<file path="config.mk">
export PLATFORM = sky130hd
export DESIGN_NAME = admc3_ctrl
export DESIGN_NICKNAME = d
export VERILOG_FILES = /design/src/rtl/admc3_pkg.sv /design/src/rtl/admc3_ctrl.sv
export SDC_FILE = /design/constraint.sdc
export NUM_CORES = 1
export LEC_CHECK = 0
export BUFFER_PORTS_ARGS = -buffer_cell sky130_fd_sc_hd__buf_2
export CAP_MARGIN = 10
export CELL_PAD_IN_SITES_DETAIL_PLACEMENT = 0
export CELL_PAD_IN_SITES_GLOBAL_PLACEMENT = 1
export CORE_MARGIN = 10
export CORE_UTILIZATION = 29
export DETAILED_ROUTE_END_ITERATION = 8
export HOLD_SLACK_MARGIN = 0.05
export PLACE_DENSITY_LB_ADDON = 0.2
export SLEW_MARGIN = 40
export SYNTH_ARGS = -nofsm -noshare
export SYNTH_HDL_FRONTEND = slang
export SYNTH_SLANG_ARGS = --single-unit
</file>
<file path="constraint.sdc">
create_clock -name clock -period 1.21 [get_ports clock]
set_input_delay 0.0605 -clock clock [delete_from_list [all_inputs] [get_ports clock]]
set_output_delay 0.0605 -clock clock [all_outputs]
set_load 0.005 [all_outputs]
</file>
<file path="src/rtl/admc3_pkg.sv">
// Shared types, constants and the saturation helper for the three-axis admittance controller.
// No dependencies; used by admc3_ctrl, admc3_dpath and the top level.
package admc3_pkg;

   // Axis count and Q16.16 word layout
   localparam int AXIS_COUNT = 3;
   localparam int AXIS_IDX_W = 2;
   localparam int VALUE_W    = 32;
   localparam int GAIN_W     = 32;
   localparam int STEP_W     = 17;
   localparam int FRAC_W     = 16;

   // Shared multiplier: signed 33x33, product kept at 65 bits
   localparam int MUL_W   = VALUE_W + 1;
   localparam int PROD_W  = VALUE_W + GAIN_W + 1;
   localparam int SHIFT_W = PROD_W - FRAC_W;
   localparam int ACCUM_W = SHIFT_W + 2;

   // Configuration port
   localparam int CSR_IDX_W  = 2;
   localparam int CSR_DATA_W = 32;

   localparam logic [CSR_IDX_W-1:0] CSR_INV_GAIN    = 2'd0;
   localparam logic [CSR_IDX_W-1:0] CSR_DAMP_GAIN   = 2'd1;
   localparam logic [CSR_IDX_W-1:0] CSR_SPRING_GAIN = 2'd2;
   localparam logic [CSR_IDX_W-1:0] CSR_TIME_STEP   = 2'd3;

   localparam logic [GAIN_W-1:0] INV_GAIN_RESET    = 32'd131072;
   localparam logic [GAIN_W-1:0] DAMP_GAIN_RESET   = 32'd2621440;
   localparam logic [GAIN_W-1:0] SPRING_GAIN_RESET = 32'd655360;
   localparam logic [STEP_W-1:0] TIME_STEP_RESET   = 17'd524;

   // Datapath operations, one per sequencer step
   localparam int OP_W = 4;
   localparam logic [OP_W-1:0] OP_NONE = 4'd0;
   localparam logic [OP_W-1:0] OP_KD   = 4'd1;
   localparam logic [OP_W-1:0] OP_KE   = 4'd2;
   localparam logic [OP_W-1:0] OP_SUB  = 4'd3;
   localparam logic [OP_W-1:0] OP_INV  = 4'd4;
   localparam logic [OP_W-1:0] OP_ACC  = 4'd5;
   localparam logic [OP_W-1:0] OP_EPSA = 4'd6;
   localparam logic [OP_W-1:0] OP_VEL  = 4'd7;
   localparam logic [OP_W-1:0] OP_EPSV = 4'd8;
   localparam logic [OP_W-1:0] OP_POS  = 4'd9;

   typedef logic signed [VALUE_W-1:0] value_type;
   typedef logic signed [ACCUM_W-1:0] accum_type;

   // Controller to datapath command
   typedef struct packed {
      logic                  load;
      logic                  publish;
      logic [OP_W-1:0]       op;
      logic [AXIS_IDX_W-1:0] axis;
   } cmd_type;

   localparam accum_type SAT_HI = {{(ACCUM_W-VALUE_W+1){1'b0}}, {(VALUE_W-1){1'b1}}};
   localparam accum_type SAT_LO = {{(ACCUM_W-VALUE_W+1){1'b1}}, {(VALUE_W-1){1'b0}}};

   // Clamp a wide signed value to the signed value range
   function automatic value_type sat_value(input accum_type v);
      value_type res;
      if (v > SAT_HI) begin
         res = {1'b0, {(VALUE_W-1){1'b1}}};
      end else if (v < SAT_LO) begin
         res = {1'b1, {(VALUE_W-1){1'b0}}};
      end else begin
         res = v[VALUE_W-1:0];
      end
      return res;
   endfunction

endpackage

</file>
<file path="src/rtl/admc3_ctrl.sv">
// Sequencer for the admittance controller: steps each axis through nine datapath operations.
// Depends on admc3_pkg; drives admc3_dpath through admc3_pkg::cmd_type.
module admc3_ctrl (
   input  logic                clock,
   input  logic                reset,
   input  logic                req_valid,
   output logic                req_ready,
   output logic                rsp_valid,
   input  logic                rsp_ready,
   output admc3_pkg::cmd_type  cmd
);

   localparam logic [3:0] ST_IDLE = 4'd0;
   localparam logic [3:0] ST_KD   = 4'd1;
   localparam logic [3:0] ST_KE   = 4'd2;
   localparam logic [3:0] ST_SUB  = 4'd3;
   localparam logic [3:0] ST_INV  = 4'd4;
   localparam logic [3:0] ST_ACC  = 4'd5;
   localparam logic [3:0] ST_EPSA = 4'd6;
   localparam logic [3:0] ST_VEL  = 4'd7;
   localparam logic [3:0] ST_EPSV = 4'd8;
   localparam logic [3:0] ST_POS  = 4'd9;
   localparam logic [3:0] ST_DONE = 4'd10;

   localparam logic [admc3_pkg::AXIS_IDX_W-1:0] AXIS_LAST =
      admc3_pkg::AXIS_IDX_W'(admc3_pkg::AXIS_COUNT - 1);

   logic [3:0]                        state_ff, state_in;
   logic [admc3_pkg::AXIS_IDX_W-1:0] axis_ff, axis_in;
   logic                              rsp_valid_ff, rsp_valid_in;

   // Next state and command decode
   always_comb begin
      state_in    = state_ff;
      axis_in     = axis_ff;
      cmd.load    = 1'b0;
      cmd.publish = 1'b0;
      cmd.op      = admc3_pkg::OP_NONE;
      cmd.axis    = axis_ff;
      case (state_ff)
         ST_IDLE: begin
            if (req_valid) begin
               cmd.load = 1'b1;
               axis_in  = '0;
               state_in = ST_KD;
            end
         end
         ST_KD: begin
            cmd.op   = admc3_pkg::OP_KD;
            state_in = ST_KE;
         end
         ST_KE: begin
            cmd.op   = admc3_pkg::OP_KE;
            state_in = ST_SUB;
         end
         ST_SUB: begin
            cmd.op   = admc3_pkg::OP_SUB;
            state_in = ST_INV;
         end
         ST_INV: begin
            cmd.op   = admc3_pkg::OP_INV;
            state_in = ST_ACC;
         end
         ST_ACC: begin
            cmd.op   = admc3_pkg::OP_ACC;
            state_in = ST_EPSA;
         end
         ST_EPSA: begin
            cmd.op   = admc3_pkg::OP_EPSA;
            state_in = ST_VEL;
         end
         ST_VEL: begin
            cmd.op   = admc3_pkg::OP_VEL;
            state_in = ST_EPSV;
         end
         ST_EPSV: begin
            cmd.op   = admc3_pkg::OP_EPSV;
            state_in = ST_POS;
         end
         ST_POS: begin
            cmd.op = admc3_pkg::OP_POS;
            if (axis_ff == AXIS_LAST) begin
               state_in = ST_DONE;
            end else begin
               axis_in  = axis_ff + 1'b1;
               state_in = ST_KD;
            end
         end
         ST_DONE: begin
            // hand the result over once the output register is free
            if (!rsp_valid_ff || rsp_ready) begin
               cmd.publish = 1'b1;
               state_in    = ST_IDLE;
            end
         end
         default: begin
            state_in = ST_IDLE;
         end
      endcase
   end

   // Output beat tracking
   always_comb begin
      if (cmd.publish) begin
         rsp_valid_in = 1'b1;
      end else if (rsp_ready) begin
         rsp_valid_in = 1'b0;
      end else begin
         rsp_valid_in = rsp_valid_ff;
      end
   end

   always_ff @(posedge clock) begin
      if (reset) begin
         state_ff     <= ST_IDLE;
         axis_ff      <= '0;
         rsp_valid_ff <= 1'b0;
      end else begin
         state_ff     <= state_in;
         axis_ff      <= axis_in;
         rsp_valid_ff <= rsp_valid_in;
      end
   end

   assign req_ready = (state_ff == ST_IDLE);
   assign rsp_valid = rsp_valid_ff;

endmodule

</file>
Yosys cells after proc, flatten, opt, wreduce, memory -nomap -nowiden
Cells that the tools add are included.
{ "word_totals": {"inputBits": 4, "out_inout_bits": 10, "word_cells": 39, "regBits": 7} }
{ "classes": {"n_eq_ne": 14, "addsub": 1, "n_mux": 14, "n_reduce_logical": 7} }
{ "op_table": {"columns": ["operator", "count"], "rows": [
  ["$pmux 4 s11", 1],
  ["$pmux 4 s9", 1],
  ["$eq 4x3->1 const B", 4],
  ["$eq 4x4->1 const B", 3],
  ["$mux 4", 3],
  ["$eq 4x2->1 const B", 2],
  ["$mux 1", 6],
  ["$ne 2x2->1 const B", 3],
  ["$eq 4x1->1 const B", 1],
  ["$logic_not 4->1", 1],
  ["$mux 2", 2],
  ["$pmux 2 s2", 1],
  ["$reduce_bool 2->1", 2],
  ["$reduce_and 3->1", 1],
  ["$add 2x1->2 const B", 1],
  ["$eq 2x2->1 const B", 1],
  ["$reduce_and 2->1", 1],
  ["$logic_not 1->1", 1],
  ["$logic_or 1x1->1", 1]
]} }

Depth between registers and ports, before layout
Gate-level depths: netlist of the first run.
{ "logic_depth": {"ltp_word": 5, "depth_mapped": 5, "ltp_nobuf": 5} }

Least setup slack after synthesis of the first run
OpenSTA, ideal clock, no wires.
{ "synth_timing": {"path_type": "register to register", "startpoint": "reg state_ff[1]", "endpoint": "reg state_ff[3]", "t_arrival_ps": 1142, "stages_incl_launch_ff": 5, "setup_time_ps": 67, "period_less_slack_ps": 1209, "slack_ps": 1, "required_time_ps": 1143, "path_buffers": 1, "path_cell_list": "dfxtp_1 or2_1 buf_6 o32a_1 a21oi_2"} }
{ "synth_between": {"elab_chain_len": 3, "word_cells_on_any_way": 15, "classes_between": "eq/ne: 12; mux: 1; reduce/logical: 2"} }
{ "synth_lines": {"columns": ["item", "line", "rtl"], "rows": [
  ["start, declared", "admc3_ctrl.sv:28", "logic [3:0] state_ff, state_in;"],
  ["start signal, assigned", "admc3_ctrl.sv:119", "state_ff <= state_in;"],
  ["$eq 4x4->1 or $logic_not 4->1 (tied branches)", "admc3_ctrl.sv:40", "case (state_ff)"],
  ["$ne 2x2->1 (no line)", null, null],
  ["$reduce_and 2->1 (no line)", null, null]
]} }
Parallel ways exist; a longest one is shown, timed or not.
A chain may end at the register's enable or synchronous reset.

==> results of run 1 <==
## logic make-up (layout without fill, tap and decap cells)
logic type                 Yosys count  in the layout  share of synthesized area
adders and majority gates            1              1                     0.0291
buffers and inverters                9             33                      0.105
AOI/OAI and AO/OA                   11             11                      0.192
and+or+nand+nor                     23             23                      0.327
xor gates and xnor gates             1              1                     0.0204
DFF                                  7              7                      0.327
## repair_timing
| item | in CTS | in global routing |
|---|---|---|
| gates resized for setup | 10 | 9 |
| hold buffers | 1 | 0 |
| setup endpoints to repair | 7 | 10 |
| pin swaps | 1 | 3 |
| cloned | 0 | 0 |
| hold endpoints to repair | 1 | 0 |
| setup buffers | 2 | 0 |
## worst paths after layout
| kind | startpoint | endpoint | slack, ns | cells past startpoint |
|---|---|---|---|---|
| max reg2reg | state_ff[2] | state_ff[0] | 0 | 4 |
| max | state_ff[2] | cmd[7] | -0.06 | 4 |
| min | reset | state_ff[3] | 0.08 | 2 |
| min reg2reg | rsp_valid | rsp_valid | 0.57 | 2 |
## synth_stat cells (all sizes together)
cell,n
a2111oi,1
a21oi,3
a221oi,1
a31oi,2
a41o,1
and2,1
buf,3
clkbuf,2
dfxtp,7
ha,1
inv,4
nand2,3
nand2b,3
nand3,4
nand3b,2
nand4bb,1
nor2b,4
nor3,2
nor3b,1
o21ai,1
o31a,1
o32a,1
or2,1
or3b,1
xor2,1
## stage by stage
stage	total power, mW	setup WS (ns)	area, um2
2_1_floorplan	0.319	0.00147	429
3_3_place_gp	0.361	0.000717	551
3_5_place_dp	0.361	-0.0211	551
4_1_cts	0.615	-0.0799	638
5_1_grt	0.668	-0.139	686
6_report	0.618	-0.0587	686
## routing by layer
| layer | track usage | wire length, um | up-vias |
|---|---|---|---|
| met4 | 0.0503 | 10 | 0 |
| li1 | - | - | 235 |
| met3 | 0.0365 | 79 | 2 |
| met5 | 0 | 0 | - |
| met1 | 0.0877 | 628 | 198 |
| met2 | 0.108 | 466 | 11 |
## power groups by stage
| stage | combinational (mW) | sequential (mW) | clock, mW |
|---|---|---|---|
| 3_3_place_gp | 0.105 | 0.256 | 0 |
| 2_1_floorplan | 0.0674 | 0.251 | 0 |
| 5_1_grt | 0.157 | 0.256 | 0.254 |
| 3_5_place_dp | 0.106 | 0.255 | 0 |
| 6_report | 0.143 | 0.255 | 0.221 |
| 4_1_cts | 0.135 | 0.254 | 0.227 |
## state kept, by name (all words and copies together), names as in the netlist
name and cells:
axis_ff 2, rsp_valid 1, state_ff 4
## cell type report
class,instances,area [um2],share of cell area
repair buffers,25,168,0.245
flip-flops and latches,7,144,0.210
well taps,15,18.8,0.0274
multi-input cells,36,314,0.458
clock buffers,4,26.3,0.0383
inverters,4,15.0,0.0219
## critical path: cells and delay by family (launching register included)
kind | cells | cell delay (ns)
DFF | 1 | 0.33
and+or+nand+nor | 3 | 0.52
buffers and inverters | 1 | 0.10
==> summary by stage, run 1 <==
Status
The run finished, with violations left. The final reports fail on setup timing.

Setup path
The kind of launch point of the worst setup path is a register. In this run the worst path has a maximum fanout of 4. The slowest stage cell on the critical path is dfxtp_2. The worst setup path is of the reg -> out kind. Walking the worst path, the cells encountered are or2_4 -> nor3_4 -> and2_1 -> buf_2. The stage delay of the slowest cell on the critical path is 0.33 ns. The endpoint kind of the worst setup timing path is an output pin.

The data arrival time of the critical path is 1.21 ns. For the worst setup path, the data required time is 1.15 ns.

Yosys
Dividing the synthesized area by the synthesized cell count gives 8.25 um2. The synthesized area is 429 um2. In this run, distinct cell masters in the synthesized netlist total 28. The sequential share of the synthesized area is 0.327.

The area share of the largest cell type after synthesis is 0.327. The synthesis-stage register bit count is 7. The post-synthesis net count is 57. Synthesis produced 52 cells. In the post-synthesis netlist, the biggest area contributors are dfxtp_1, nor2b_1, nand3_1. The largest total area in the synthesized netlist belongs to dfxtp_1. For this run, the number of Yosys warnings is 0.

Pwr
The internal power is 447 uW. Of the total power, the clock network draws 0.357. The power density over cell area is 901 nW/um2. The peak supply drop is 397 uV.

The power share of the sequential group is 0.412. The power dissipated by switching net loads is 172 uW. The proportion of power drawn by combinational gates is 0.231. The leakage power total is 0.293 nW. Of the total power, the share spent switching nets is 0.278.

Timing
Of the available clock period, the critical path in the final layout requires 1.05. The final critical delay including setup and external delays is 1.27 ns. For the final routed database, the setup TNS stands at -0.0631 ns.

Setup repair after global routing could not meet its margin everywhere. The total count of hold-check failures in the final report was 0. The count of final setup violators is 2. The worst hold margin is 0.0834 ns. The worst setup skew after layout is 0.00268 ns. The worst-margin pin slew is 0.274 ns. Based on the critical path, the design can be clocked at up to 788 MHz. Headroom to the max-slew limit came out at 0.817.

The final number of max-transition violations is 0. The final setup slack of the worst path is -0.0587 ns.

Global routing
The initial antenna violation count came to 0. The all-layer global routing usage is 0.0759. The number of global-route vias before repair was 479. After global routing the overflow that remains totals 0. Entering global routing, the biggest net connects 10 pins. The global-route wire length before repair is 2.05 mm.

Detailed routing
The per-cell via count in the routed design is 4.90. After detailed routing, the average wire length per cell comes to 13.0 um. The length of the first detailed-routing pass in iterations is 4. The number of remaining DRC errors is 0. The detail route stage leaves a number of antenna-violating nets equal to 0. The total number of vias is 446.

The final wirelength is 1.18 mm. In this run, the number of DRC markers left after iteration 0 of detailed routing was 9.

Layout
For this run, the post-layout net count is 82. Fill cells in the final layout number 138. The area growth from synthesis to layout is 59.8%. For this run, the number of standard cells in the final layout without fillers is 91. The core utilization of the finished layout is 0.508.

Leaving out fill and tap cells, the most frequent cell in the layout is buf_2. The fraction of layout instances using a drive strength above 1 is 0.566. The library cells used most frequently in the layout, excluding fill and tap cells, are buf_2, buf_4, dfxtp_1. The repair_antennas step left the layout with diodes totalling 0.

CTS
The clock drives 7 sinks. The post-CTS clock slew at the launch and capture registers of the worst setup and hold paths is 0.05 ns. In this run the deepest clock path goes through 2 buffers. TritonCTS built the clock tree. The source-to-sink clock delay at the later pin of the worst-skew pair is 0.25 ns. The CTS H-tree depth is 1. The number of buffers created by CTS is 3. CTS placed an instance of clkbuf_4 at the clock tree root.

Floorplan
The core region is 1350 um2. The die outline width is 58.5 um. Row generation in the floorplan step produced 13 rows. The floorplan step defined a die boundary enclosing 3420 um2.

The initial utilization of the core area, before any placement, comes to 0.318. Measured along the y axis, the die boundary spans 58.5 um. The top-level I/O count is 14.

Run
The total of max-cap violations is 0.

Place
Port buffering added 13 buffers. The final RePlAce weighted congestion is 0.676. The sum of net half-perimeters after detailed placement is 862 um.

The count of placed standard cells including taps is 84.

Hold path
The worst hold path belongs to the class in -> reg.
Note: power is estimated with default switching activity, not from simulation.
==> inputs of run 2 (changes only) <==
--- a/config.mk
+++ b/config.mk
@@ -14,6 +14,7 @@
 export DETAILED_ROUTE_END_ITERATION = 8
 export HOLD_SLACK_MARGIN = 0.05
 export PLACE_DENSITY_LB_ADDON = 0.2
+export SETUP_SLACK_MARGIN = 0.5
 export SLEW_MARGIN = 40
 export SYNTH_ARGS = -nofsm -noshare
 export SYNTH_HDL_FRONTEND = slang
==> run 2 against run 1 <==
Effect of this change: the run still ends with setup timing left; sequential power fell by 2%; total power up 4.6%; non-clock buffer count is 2 higher; combinational power is 22% higher; first-iteration DRC count grew 78%; critical path type unchanged; largest power group unchanged.
==> summary by stage, run 2 (synthesized netlist as in run 1, its figures left out) <==
Status
Run status: finished with violations (unchanged). Violated checks: setup timing (unchanged).

Floorplan
The top-level I/O count is 14 (unchanged). The die area is 3420 um2 (unchanged). The initial core utilization is 0.318 (unchanged). The number of cell rows was 13 (unchanged). The vertical die dimension is 58.5 um (unchanged). The core area was 1350 um2 (unchanged). The die outline width was 58.5 um (unchanged).

Global routing
The pin count of the biggest net entering global routing is 10 (unchanged). The number of global-route vias before repair is 480 (was 479). The initial antenna violation count is 0 (unchanged). The global-route wire length before repair is 2.17 mm (was 2.05 mm). The all-layer global routing usage is 0.0820 (was 0.0759). The global-route congestion overflow total is 0 (unchanged).

Place
The sum of net half-perimeters after detailed placement is 826 um (was 862 um). The instance area after placement is 554 um2 (was 551 um2). The number of I/O port buffers was 13 (unchanged). The final RePlAce weighted congestion is 0.745 (was 0.676).

Detailed routing
The per-cell routed wire length was 16.0 um (was 13.0 um). The length of the first detailed-routing pass in iterations is 4 (unchanged). The number of remaining DRC errors is 0 (unchanged). The total number of vias is 503 (was 446).

The starting DRC count in detailed routing is 16 (was 9). The final wirelength is 1.49 mm (was 1.18 mm). The count of nets left with antenna violations after detail routing came to 0 (unchanged).

The per-cell via count in the routed design is 5.41 (was 4.90).

Setup path
The start of the worst register-to-register path is state_ff[2] (unchanged). The reg-to-reg critical path endpoint is state_ff[0] (unchanged). Cell-by-cell listing of the critical path: or2_4 -> nor3_4 -> and2_1 -> buf_2 (unchanged). The slowest stage cell on the critical path is dfxtp_4 (was dfxtp_2). The endpoint kind of the worst setup timing path is an output pin (unchanged). The critical setup path kind is reg -> out (unchanged). The data arrival time of the critical path came to 1.21 ns (about the same). The worst path required time is 1.15 ns (about the same).

The kind of launch point of the worst setup path is a register (unchanged). The critical-path maximum fanout was 4 (unchanged). The stage delay of the slowest cell on the critical path came to 0.36 ns (was 0.33 ns). The worst reg-to-reg path cell count came to 4 (unchanged). The flop-to-flop setup slack was -0.03 ns (was 0 ns).

Timing
The worst-margin pin slew is 0.244 ns (was 0.274 ns). The final setup slack of the worst path is -0.0640 ns (was -0.0587 ns). The fmax is 785 MHz (was 788 MHz). Setup repair after global routing missed its margin: true (unchanged). The tightest slew margin relative to the limit is 0.837 (was 0.817). The final number of max-transition violations is 0 (unchanged). The setup TNS was -0.136 ns (was -0.0631 ns). The total count of hold-check failures in the final report is 0 (unchanged). The final critical delay including setup and external delays is 1.27 ns (about the same).

The worst hold margin is 0.0591 ns (was 0.0834 ns). The final worst-path cycle share is 1.05 (about the same). The worst setup skew after layout is 0.000725 ns (was 0.00268 ns). The count of final setup violators is 3 (was 2).

Layout
The commonest non-fill, non-tap cell in the layout is buf_6 (was buf_2). The number of flip-flops under the largest register name came to 4 (unchanged). The number of antenna cells inserted was 0 (unchanged). The register bank with the most flops is state_ff (unchanged). The area growth from synthesis to layout is 86.9% (was 59.8%). The fraction of layout instances using a drive strength above 1 is 0.679 (was 0.566). Most frequent cells in the layout: buf_6, buf_2, dfxtp_4, buf_4 (was buf_2, buf_4, dfxtp_1).

The area of all placed cells without fillers is 802 um2 (was 686 um2). The final layout net count is 84 (was 82). The core utilization of the finished layout is 0.594 (was 0.508).

CTS
The clock tree root driver cell is clkbuf_4 (unchanged). The clock sink total is 7 (unchanged). The number of buffers on the longest clock path was 2 (unchanged). The clock tree from TritonCTS is done (unchanged).

The CTS H-tree depth was 1 (unchanged). The post-CTS clock slew at the launch and capture registers of the worst setup and hold paths is 0.06 ns (was 0.05 ns). The source-to-sink clock delay at the later pin of the worst-skew pair came to 0.25 ns (about the same).

The number of buffers created by CTS was 3 (unchanged).

Hold path
The hold path startpoint is req_valid (was reset). The class of the tightest hold or removal check is in -> reg (unchanged). The cell depth of the worst hold path was 2 (unchanged). The capture endpoint of the worst hold path was state_ff[0] (was state_ff[3]).

Pwr
The leakage power total is 0.322 nW (was 0.293 nW). The peak supply drop was 532 uV (was 397 uV). The overall power is 646 uW (was 618 uW).

The power density over cell area is 806 nW/um2 (was 901 nW/um2).

Run
The total of max-cap violations was 0 (unchanged).
[run 2: changes by cell type in the layout (fill, tap and decap cells not counted), sizes merged]
cell,delta
dlygate4sd3,-1
buf,+3
[run 2: where the power goes]
part           switching [mW]  internal, mW
combinational          0.0743        0.0998
sequential             0.0160         0.235
clock                  0.0947         0.126
[run 2: stage by stage]
stage | cells | worst slack (ns)
CTS | 91 | -0.0896
detailed placement | 81 | -0.0152
finish | 93 | -0.0640
global placement | 81 | 0.0275
global route | 93 | -0.123
floorplan | 52 | 0.0292
[run 2: layout make-up]
| type | instances | area, um2 |
|---|---|---|
| Inverter | 4 | 15.0 |
| Tap cell | 15 | 18.8 |
| Timing Repair Buffer | 27 | 244 |
| Clock buffer | 4 | 26.3 |
| Sequential cell | 7 | 159 |
| Multi-Input combinational cell | 36 | 339 |
| Fill cell | 119 | 548 |
[run 2: how the worst max path moves through the flow]
stage | slack [ns] | cells after the start | end | start
after CTS | -0.09 | 4 | cmd[7] | state_ff[2]
after global placement | 0.03 | 5 | state_ff[0] | axis_ff[0]
after detailed placement | -0.02 | 5 | state_ff[1] | axis_ff[0]
after global routing | -0.12 | 4 | cmd[7] | state_ff[1]
after floorplan | 0.03 | 4 | state_ff[3] | state_ff[2]
final | -0.06 | 4 | cmd[7] | state_ff[2]
[run 2: per-layer routing]
layer	vias up	GRT usage	wire, um
met5	-	0	0
li1	239	-	-
met1	236	0.0783	651
met2	24	0.137	652
met4	0	0.0503	27
met3	4	0.0429	158
[run 2: worst max-delay path, delay by kind of cell (launching register included)]
kind / cells / cell delay (ns)
buf+inv: 1 / 0.10
flops: 1 / 0.36
simple gates: 3 / 0.50
[run 2: timing repair]
action | CTS | global route
endpoints found under the setup margin | 17 | 17
endpoints found under the hold margin | 1 | 0
resized for setup | 26 | 9
gates cloned | 0 | 0
pin swaps | 3 | 8
setup buffers | 6 | 2
==> inputs of run 3 (changes only) <==
--- a/config.mk
+++ b/config.mk
@@ -9,9 +9,9 @@
 export CAP_MARGIN = 10
 export CELL_PAD_IN_SITES_DETAIL_PLACEMENT = 0
 export CELL_PAD_IN_SITES_GLOBAL_PLACEMENT = 1
-export CORE_MARGIN = 10
-export CORE_UTILIZATION = 29
+export CORE_AREA = 10 10 47 49
 export DETAILED_ROUTE_END_ITERATION = 8
+export DIE_AREA = 0 0 57 59
 export HOLD_SLACK_MARGIN = 0.05
 export PLACE_DENSITY_LB_ADDON = 0.2
 export SETUP_SLACK_MARGIN = 0.5
==> constraint.sdc (replaced) <==
create_clock -name clock -period 1.56 [get_ports clock]
set_input_delay 0.078 -clock clock [delete_from_list [all_inputs] [get_ports clock]]
set_output_delay 0.078 -clock clock [all_outputs]
set_load 0.01 [all_outputs]
==> run 3 against run 2 <==
Effect of this change: the flow now finishes without violations; critical endpoint is now state_ff[3]; count of clock-buffer cells in the layout is the same; via count shrank 3.0%; sequential share of layout area shrank 0.064 points; critical path type is now reg -> reg; routed wire length shrank 5.5%; global-route usage shrank 0.12 points; die area shrank 1.6%; core utilization shrank 2.4 points; critical path depth is the same; total power shrank 21%.
==> summary by stage, run 3 (synthesized netlist as in run 1, its figures left out) <==
Timing
The setup TNS is 0 ns (was -0.136 ns). The worst hold margin is 0.0634 ns (was 0.0591 ns). The worst-margin pin slew is 0.253 ns (was 0.244 ns). Based on the critical path, the design can be clocked at up to 750 MHz. The tightest slew margin relative to the limit was 0.831 (was 0.837). The total count of hold-check failures in the final report was 0 (unchanged).

The routed design could run at a clock period as short as 1.33 ns. Of the available clock period, the critical path in the final layout requires 0.855. The final number of max-transition violations is 0 (unchanged).

The count of final setup violators is 0 (was 3). The worst setup skew after layout is 0.00271 ns (was 0.000725 ns). Setup repair after global routing missed its margin: true (unchanged).

Layout
The total area of sequential cells is 158 um2 (was 159 um2). The total of fill cells in the finished design is 129 (was 119). Most frequent cells in the layout: buf_2, buf_4, buf_6 (was buf_6, buf_2, dfxtp_4, buf_4). The area of all placed cells without fillers was 798 um2 (was 802 um2). The number of flip-flops under the largest register name came to 4 (unchanged). The number of antenna cells inserted came to 0 (unchanged). The register bank with the most flops is state_ff (unchanged). The commonest non-fill, non-tap cell in the layout is buf_2 (was buf_6). The final layout net count was 86 (was 84). The fraction of layout instances using a drive strength above 1 is 0.675 (was 0.679).

The area growth from synthesis to layout is 86.0% (was 86.9%). The footprint of the multi-input gates came to 362 um2 (was 339 um2).

Hold path
The class of the tightest hold or removal check is in -> reg (unchanged).

Setup path
The worst path required time came to 1.75 ns (was 1.15 ns). Cell-by-cell listing of the critical path: or2_4 -> buf_4 -> o32a_1 -> a21oi_2 (was or2_4 -> nor3_4 -> and2_1 -> buf_2). The top cell family by delay on the critical path is compound AO/OA/AOI/OAI gates (was simple AND/OR/NAND/NOR gates). The kind of launch point of the worst setup path was a register (unchanged).

The stage delay of the slowest cell on the critical path was 0.35 ns (was 0.36 ns). The slowest stage cell on the critical path is dfxtp_4 (unchanged). The endpoint kind of the worst setup timing path is a register (was output pin). The critical setup path kind is reg -> reg (was reg -> out). The buffers plus inverters on the worst setup path was 1 (unchanged).

The critical-path maximum fanout came to 4 (unchanged). The data arrival time of the critical path came to 1.52 ns (was 1.21 ns).

Place
The final RePlAce weighted congestion came to 0.688 (was 0.745). The instance area after placement came to 508 um2 (was 554 um2). The number of I/O port buffers is 13 (unchanged).

Floorplan
The die outline width came to 57 um (was 58.5 um). The vertical die dimension is 59 um (was 58.5 um). The number of cell rows came to 14 (was 13). The top-level I/O count was 14 (unchanged). The core area is 1400 um2 (was 1350 um2). The die area was 3360 um2 (was 3420 um2). The initial core utilization is 0.306 (was 0.318).

Status
Run status: completed (was finished with violations).

Global routing
The pin count of the biggest net entering global routing was 10 (unchanged). The global-route congestion overflow total was 0 (unchanged). The initial antenna violation count came to 0 (unchanged). The global-route wire length before repair is 2.21 mm (was 2.17 mm). The all-layer global routing usage came to 0.0808 (was 0.0820). The number of global-route vias before repair is 486 (was 480).

Detailed routing
The number of remaining DRC errors is 0 (unchanged). The per-cell routed wire length came to 14.7 um (was 16.0 um). The final wirelength was 1.41 mm (was 1.49 mm). The starting DRC count in detailed routing is 8 (was 16). The count of nets left with antenna violations after detail routing is 0 (unchanged). The length of the first detailed-routing pass in iterations is 4 (unchanged). The per-cell via count in the routed design was 5.08 (was 5.41).

The total number of vias is 488 (was 503).

Pwr
The leakage power total is 0.326 nW (was 0.322 nW). The peak supply drop was 448 uV (was 532 uV). The power density over cell area is 639 nW/um2 (was 806 nW/um2).

CTS
The clock tree from TritonCTS was done (unchanged). The post-CTS clock slew at the launch and capture registers of the worst setup and hold paths came to 0.06 ns (about the same). The number of hold buffers added after CTS was 0. The clock tree root driver cell is clkbuf_4 (unchanged). The clock sink total was 7 (unchanged).

The CTS H-tree depth was 1 (unchanged). The source-to-sink clock delay at the later pin of the worst-skew pair is 0.26 ns (was 0.25 ns). The number of buffers created by CTS came to 3 (unchanged). The number of buffers on the longest clock path is 2 (unchanged).

Run
The total of max-cap violations is 0 (unchanged).
-- run 3: where the power goes --
group	internal [mW]	switching, mW
Combinational	0.0796	0.0607
Clock	0.0981	0.0735
Sequential	0.184	0.0144
-- run 3: layout make-up --
type,instances,area share
repair buffers,29,0.273
well taps,16,0.0251
flip-flops and latches,7,0.197
clock buffers,4,0.0329
multi-input cells,36,0.453
inverters,4,0.0188
-- run 3: final timing paths --
path | startpoint | end | slack (ns) | cells after the start
max reg2reg | state_ff[2] | state_ff[3] | 0.23 | 4
min reg2reg | axis_ff[0] | axis_ff[0] | 0.52 | 2
max | state_ff[2] | state_ff[3] | 0.23 | 4
min | req_valid | state_ff[0] | 0.06 | 2
-- run 3: worst register-to-register path, delay by kind of cell (launching register included) --
kind                   cells  cell delay, ns
AO/OA/AOI/OAI              2            0.48
buffers and inverters      1            0.16
flip-flops                 1            0.35
AND/OR/NAND/NOR            1            0.27
-- run 3: timing repair --
action                     4_1_cts  5_1_grt
setup endpoints to repair       12       12
pin swaps                        6        6
resized for setup               18       13
setup buffers                    9        6
-- run 3: routing by layer --
layer,part of all wire,vias to the layer above,GRT usage
li1,-,242,-
met1,0.39,234,0.0927
met2,0.54,8,0.129
met3,0.060,4,0.0300
met4,0.014,0,0.0403
met5,0,-,0
-- run 3: through the flow --
step	worst slack, ns	total power [mW]	std cells	util
after CTS	0.215	0.484	90	0.498
after global placement	0.322	0.276	77	0.363
final	0.227	0.510	96	0.570
after floorplan	0.376	0.260	52	-
after detailed placement	0.319	0.276	77	0.363
after global routing	0.176	0.531	96	0.570
